<file path="src/rtl/core/swg_pkg.sv">
// ----------------------------------------------------------------------------
// swg_pkg
// Shared types and constants of the shift/xor word generator.
// ----------------------------------------------------------------------------
package swg_pkg;

    localparam int WORD_W   = 32;
    localparam int MID_W    = 10;
    localparam int SHIFT_W  = 5;
    localparam int CFG_W    = 10;
    localparam int CFG_IDX_W = 3;
    localparam int COUNT_W  = 3;

    localparam logic [WORD_W-1:0]  SEED_MULT  = 32'd31415;
    localparam logic [COUNT_W-1:0] COUNT_ONE  = 3'd1;
    localparam logic [COUNT_W-1:0] COUNT_FOUR = 3'd4;

    typedef enum logic [1:0] {
        MODE_SEED    = 2'd0,
        MODE_NEXT32  = 2'd1,
        MODE_NEXT128 = 2'd2
    } mode_t;

    typedef enum logic [CFG_IDX_W-1:0] {
        CFG_MID_OFFSET  = 3'd0,
        CFG_SHIFT_A     = 3'd1,
        CFG_SHIFT_B     = 3'd2,
        CFG_RIGHT_SHIFT = 3'd3,
        CFG_LEFT_SHIFT  = 3'd4
    } cfg_idx_t;

    // controller -> datapath
    typedef struct packed {
        logic start;       // latch transaction inputs
        logic sweep_wr;    // write one sweep word (ring entry or carry)
        logic sweep_zero;  // sweep writes zero (clearing pass)
        logic pos_zero;    // position back to zero
        logic out_rd;      // read a pair of output words
        logic cap_lo;      // capture words 0 and 1
        logic cap_hi;      // capture words 2 and 3
        logic step_rd;     // issue reads of one recurrence step
        logic step_wr;     // compute and write back one recurrence step
        logic cap_x;       // capture the slot word as single result
        logic out_load;    // move captured words to the output register
    } swg_cmd_t;

    // datapath -> controller
    typedef struct packed {
        logic mid_busy;    // mid_offset reduction still running
        logic sweep_last;  // sweep index points at the carry word
    } swg_status_t;

endpackage

</file>
<file path="src/rtl/core/swg_ctrl.sv">
// ----------------------------------------------------------------------------
// swg_ctrl
// Sequencer: clearing pass, seed sweep, output reads, recurrence steps and
// the output handshake.
// ----------------------------------------------------------------------------
module swg_ctrl
    import swg_pkg::*;
(
    input  logic        clk,
    input  logic        rst_n,
    input  logic        in_valid,
    output logic        in_ready,
    input  logic [1:0]  mode,
    output logic        out_valid,
    input  logic        out_ready,
    input  swg_status_t status,
    output swg_cmd_t    cmd
);

    typedef enum logic [2:0] {
        ST_CLEAR,
        ST_IDLE,
        ST_SWEEP,
        ST_OUT_RD0,
        ST_OUT_RD1,
        ST_STEPS,
        ST_DONE
    } state_t;

    state_t      state_reg, state_next;
    logic        four_reg, four_next;
    logic [2:0]  cnt_reg, cnt_next;
    logic        out_valid_reg, out_valid_next;
    logic [2:0]  step_total;
    logic        out_free;

    assign step_total = four_reg ? 3'd4 : 3'd1;
    assign out_free   = !out_valid_reg || out_ready;
    assign out_valid  = out_valid_reg;
    assign in_ready   = (state_reg == ST_IDLE) && !status.mid_busy;

    always_comb
    begin
        cmd        = '0;
        state_next = state_reg;
        four_next  = four_reg;
        cnt_next   = cnt_reg;
        case (state_reg)
            ST_CLEAR:
            begin
                cmd.sweep_wr   = 1'b1;
                cmd.sweep_zero = 1'b1;
                if (status.sweep_last)
                    state_next = ST_IDLE;
            end
            ST_IDLE:
            begin
                if (in_valid && in_ready)
                begin
                    cmd.start = 1'b1;
                    cnt_next  = 3'd0;
                    case (mode)
                        MODE_SEED:
                            state_next = ST_SWEEP;
                        MODE_NEXT32:
                        begin
                            four_next  = 1'b0;
                            state_next = ST_STEPS;
                        end
                        MODE_NEXT128:
                        begin
                            four_next  = 1'b1;
                            state_next = ST_OUT_RD0;
                        end
                        default:
                            state_next = ST_IDLE;
                    endcase
                end
            end
            ST_SWEEP:
            begin
                cmd.sweep_wr = 1'b1;
                if (status.sweep_last)
                begin
                    cmd.pos_zero = 1'b1;
                    state_next   = ST_IDLE;
                end
            end
            ST_OUT_RD0:
            begin
                cmd.out_rd = 1'b1;
                state_next = ST_OUT_RD1;
            end
            ST_OUT_RD1:
            begin
                cmd.out_rd = 1'b1;
                cmd.cap_lo = 1'b1;
                state_next = ST_STEPS;
            end
            ST_STEPS:
            begin
                // reads of step k overlap the write-back of step k-1
                cmd.step_rd = (cnt_reg < step_total);
                cmd.step_wr = (cnt_reg != 3'd0);
                cmd.cap_hi  = four_reg && (cnt_reg == 3'd0);
                cmd.cap_x   = !four_reg && (cnt_reg == 3'd1);
                cnt_next    = cnt_reg + 3'd1;
                if (cnt_reg == step_total)
                    state_next = ST_DONE;
            end
            ST_DONE:
            begin
                if (out_free)
                begin
                    cmd.out_load = 1'b1;
                    state_next   = ST_IDLE;
                end
            end
            default:
                state_next = ST_IDLE;
        endcase
    end

    always_comb
    begin
        if (cmd.out_load)
            out_valid_next = 1'b1;
        else if (out_ready)
            out_valid_next = 1'b0;
        else
            out_valid_next = out_valid_reg;
    end

    always_ff @(posedge clk or negedge rst_n)
    begin
        if (!rst_n)
        begin
            state_reg     <= ST_CLEAR;
            four_reg      <= 1'b0;
            cnt_reg       <= 3'd0;
            out_valid_reg <= 1'b0;
        end
        else
        begin
            state_reg     <= state_next;
            four_reg      <= four_next;
            cnt_reg       <= cnt_next;
            out_valid_reg <= out_valid_next;
        end
    end

endmodule

</file>
<file path="config.mk">
export PLATFORM = sky130hd
export DESIGN_NAME = swg_ctrl
export DESIGN_NICKNAME = d
export VERILOG_FILES = /design/src/rtl/core/swg_pkg.sv /design/src/rtl/core/swg_ctrl.sv
export SDC_FILE = /design/constraint.sdc
export NUM_CORES = 1
export LEC_CHECK = 0
export BUFFER_PORTS_ARGS = -buffer_cell sky130_fd_sc_hd__buf_2
export CAP_MARGIN = 20
export CORE_MARGIN = 2
export CORE_UTILIZATION = 25
export DETAILED_ROUTE_END_ITERATION = 16
export GPL_TIMING_DRIVEN = 0
export SYNTH_ARGS = -nofsm -noshare
export SYNTH_HDL_FRONTEND = slang
export SYNTH_SLANG_ARGS = --single-unit
</file>
<file path="constraint.sdc">
create_clock -name clk -period 3.15 [get_ports clk]
set_input_delay 0.63 -clock clk [delete_from_list [all_inputs] [get_ports clk]]
set_output_delay 0.63 -clock clk [all_outputs]
set_load 0.01 [all_outputs]
</file>
==> results.cfg <==
[setup_path]
worst-r2r-cell-count = 4
worstSetupPathType = reg2out
crit_fanout = 5
worst_ep_required_time_ns = 2.52
startpoint_type = flop
cp-end-kind = output pin
cp_data_arrival_time_ns = 1.62

[routing]
wire_per_inst_um = 10.7
routed_wl_mm = 1.37
drt_first_pass_iters = 3
final_antenna_net_count = 0
viasPerCell = 4.66
vias_after_detailed_routing = 597
first_iter_violations = 1
remaining_drc_errors = 0

[finish]
drive_gt1_frac = 0.286
diodes = 0
finish.net_count = 117
fill_cells = 257
areaGrowthSynthToFinish_pct = 23.9
stdcell_count = 128
final_util = 0.332
final_common_cell = sky130_fd_sc_hd__buf_2
highest_count_cells_in_the_layout_ignoring_fill_and_taps = sky130_fd_sc_hd__buf_2 (20), sky130_fd_sc_hd__ha_1 (9), sky130_fd_sc_hd__dfrtp_1 (8)

[clock_network]
clock_tree.root_cell = sky130_fd_sc_hd__clkbuf_4
post-cts-setup-buffers = 0
cts-root-to-sink-buffers = 2
clk_pin_slew_worst_paths_ns = 0.06
clkLatencyLatePin_ns = 0.26
clock_tree.htree_level_count = 1
number_of_hold_repair_buffers_added_at_the_cts_stage = 0
cts_sinks = 8
tritoncts = yes
numCtsBuffers = 3
cts_repair_resize_count = 0

[sta]
finalSetupViolations = 0
minimum_hold_slack_ns = 0.201
fmaxAchievable_mhz = 445
period_minus_slack_ns = 2.25
max_transition_margin = 0.731
setup_total_negative_slack_ns = 0
rsz0062_at_grt = false
timing.clock.skew_ns = 0.00813
worst_pin_slew_ns = 0.404
finalHoldViolCount = 0
timing.final.crit_share = 0.714
report.final.slew_viol_count = 0

[floorplan]
io_pins = 21
floorplan.rows = 18
die-width_um = 55.7
design.core.area_sq_um = 2500
die_area_sq_um = 3110
start_util = 0.268
die_h_um = 55.7

[pwr]
pwr-share-comb = 0.598
net-switching-power_uw = 290
seqPwrFrac = 0.281
power.density_cell_area_nw_per_um2 = 791
swShare = 0.443
internal-power_uw = 366
vdd.ir_drop.worst_mv = 0.393
clockPowerShare = 0.122
leakage_nw = 0.435

[yosys]
total_of_warnings_raised_by_yosys = 0
post_synth_inst_count = 75
synth.cell_area_sq_um = 669
yosys.cell_types.count = 32
syn-mean-instance-area_sq_um = 8.93
postSynthNetCount = 92
ys_seq_area_frac = 0.299
ys_ff_latch = 8

[flow_run]
cap_violations = 0

[place]
dp.final_hpwl_mm = 1.11
finalWeightedCongestion = 0.750
io_buffer_count = 20
place_inst = 125

[grt]
grt_antenna_before_repair = 0
grt_first_pass_wirelength_mm = 2.44
grt.total_usage = 0.100
grt_max_degree = 11
grt_pass1_vias = 553
grt.overflow.total = 0

[outcome]
outcome = completed

[min_path]
worstHoldPathType = in2async
==> cells by family after synthesis <==
| logic type | count (synthesis) | synth area share |
|---|---|---|
| xor gates and xnor gates | 1 | 0.0131 |
| buffers and inverters | 10 | 0.0617 |
| AOI/OAI and AO/OA | 14 | 0.135 |
| muxes | 2 | 0.0392 |
| and+or+nand+nor | 31 | 0.284 |
| DFF | 8 | 0.299 |
| adders and majority gates | 9 | 0.168 |
==> power by group through the flow <==
stage	Combinational [mW]	Clock, mW	Sequential (mW)
final	0.392	0.0799	0.184
after global routing	0.451	0.0850	0.192
after CTS	0.397	0.0814	0.184
after detailed placement	0.395	0	0.186
after global placement	0.385	0	0.185
after floorplan	0.293	0	0.176
==> worst max-delay path, stage by stage (launching register included) <==
cell and delay (ns):
sky130_fd_sc_hd__dfrtp_1 0.42, sky130_fd_sc_hd__or3b_4 0.44, sky130_fd_sc_hd__nor3b_4 0.31, sky130_fd_sc_hd__buf_2 0.19
==> stage by stage <==
step                      total power [mW]  instance area, sq um  setup slack (ns)
final                                0.656                   830             0.901
after global routing                 0.729                   830             0.803
after CTS                            0.663                   830             0.885
after detailed placement             0.581                   807              1.17
after global placement               0.570                   807              1.18
after floorplan                      0.470                   669              1.30
==> Yosys cell counts <==
cell type / instances / area [sq um]
sky130_fd_sc_hd__ha_1: 9 / 113
sky130_fd_sc_hd__or2_1: 1 / 6.26
sky130_fd_sc_hd__nor3b_4: 1 / 18.8
sky130_fd_sc_hd__xor2_1: 1 / 8.76
sky130_fd_sc_hd__a31oi_1: 2 / 12.5
sky130_fd_sc_hd__nand4b_1: 1 / 8.76
sky130_fd_sc_hd__o21bai_1: 2 / 15.0
sky130_fd_sc_hd__a21oi_1: 2 / 10.0
sky130_fd_sc_hd__dfrtp_1: 8 / 200
sky130_fd_sc_hd__or4_1: 1 / 7.51
sky130_fd_sc_hd__buf_4: 1 / 7.51
sky130_fd_sc_hd__nand2_1: 6 / 22.5
sky130_fd_sc_hd__clkbuf_1: 3 / 11.3
sky130_fd_sc_hd__or3_1: 3 / 18.8
sky130_fd_sc_hd__mux2_1: 1 / 11.3
sky130_fd_sc_hd__inv_1: 6 / 22.5
sky130_fd_sc_hd__or3b_4: 1 / 11.3
sky130_fd_sc_hd__o21ai_0: 3 / 15.0
sky130_fd_sc_hd__and3b_1: 1 / 8.76
sky130_fd_sc_hd__nor3b_1: 1 / 7.51
sky130_fd_sc_hd__nand3b_1: 1 / 7.51
sky130_fd_sc_hd__nor4b_1: 1 / 8.76
sky130_fd_sc_hd__nor2b_1: 2 / 12.5
sky130_fd_sc_hd__o21ai_1: 1 / 5.00
sky130_fd_sc_hd__o31ai_1: 1 / 7.51
sky130_fd_sc_hd__o21ba_2: 1 / 10.0
sky130_fd_sc_hd__and3_1: 2 / 12.5
sky130_fd_sc_hd__nor2_1: 5 / 18.8
sky130_fd_sc_hd__nor3_1: 4 / 20.0
sky130_fd_sc_hd__o21a_1: 1 / 7.51
sky130_fd_sc_hd__mux2_4: 1 / 15.0
sky130_fd_sc_hd__a21boi_0: 1 / 7.51
==> worst paths after layout <==
check,start,end,slack (ns)
worst max-delay path,state_reg[2]$_DFFE_PN0P_,cmd[10],0.90
worst max register to register,state_reg[2]$_DFFE_PN0P_,four_reg$_DFFE_PN0P_,1.44
min in group clk,cnt_reg[0]$_DFFE_PN0P_,cnt_reg[0]$_DFFE_PN0P_,0.52
max in group asynchronous,rst_n,four_reg$_DFFE_PN0P_,2.77
worst min-delay path,rst_n,out_valid$_DFFE_PN0P_,0.20
worst min register to register,cnt_reg[0]$_DFFE_PN0P_,cnt_reg[0]$_DFFE_PN0P_,0.52
==> cell type report <==
cell class	instances	area (sq um)	area share
well taps	30	37.5	0.0452
multi-input cells	57	428	0.516
clock buffers	3	22.5	0.0271
plain buffers	4	18.8	0.0226
inverters	6	22.5	0.0271
flip-flops and latches	8	200	0.241
repair buffers	20	100	0.121
==> per-layer routing <==
layer  GRT usage  up-vias  part of all wire  routed length, um
li1            -      311                 -                  -
met1       0.126      272              0.47                637
met2       0.151       12              0.47                641
met3      0.0326        2             0.052                 71
met4      0.0523        0             0.012                 17
met5           0        -                 0                  0
(Power assumes the default switching activity.)
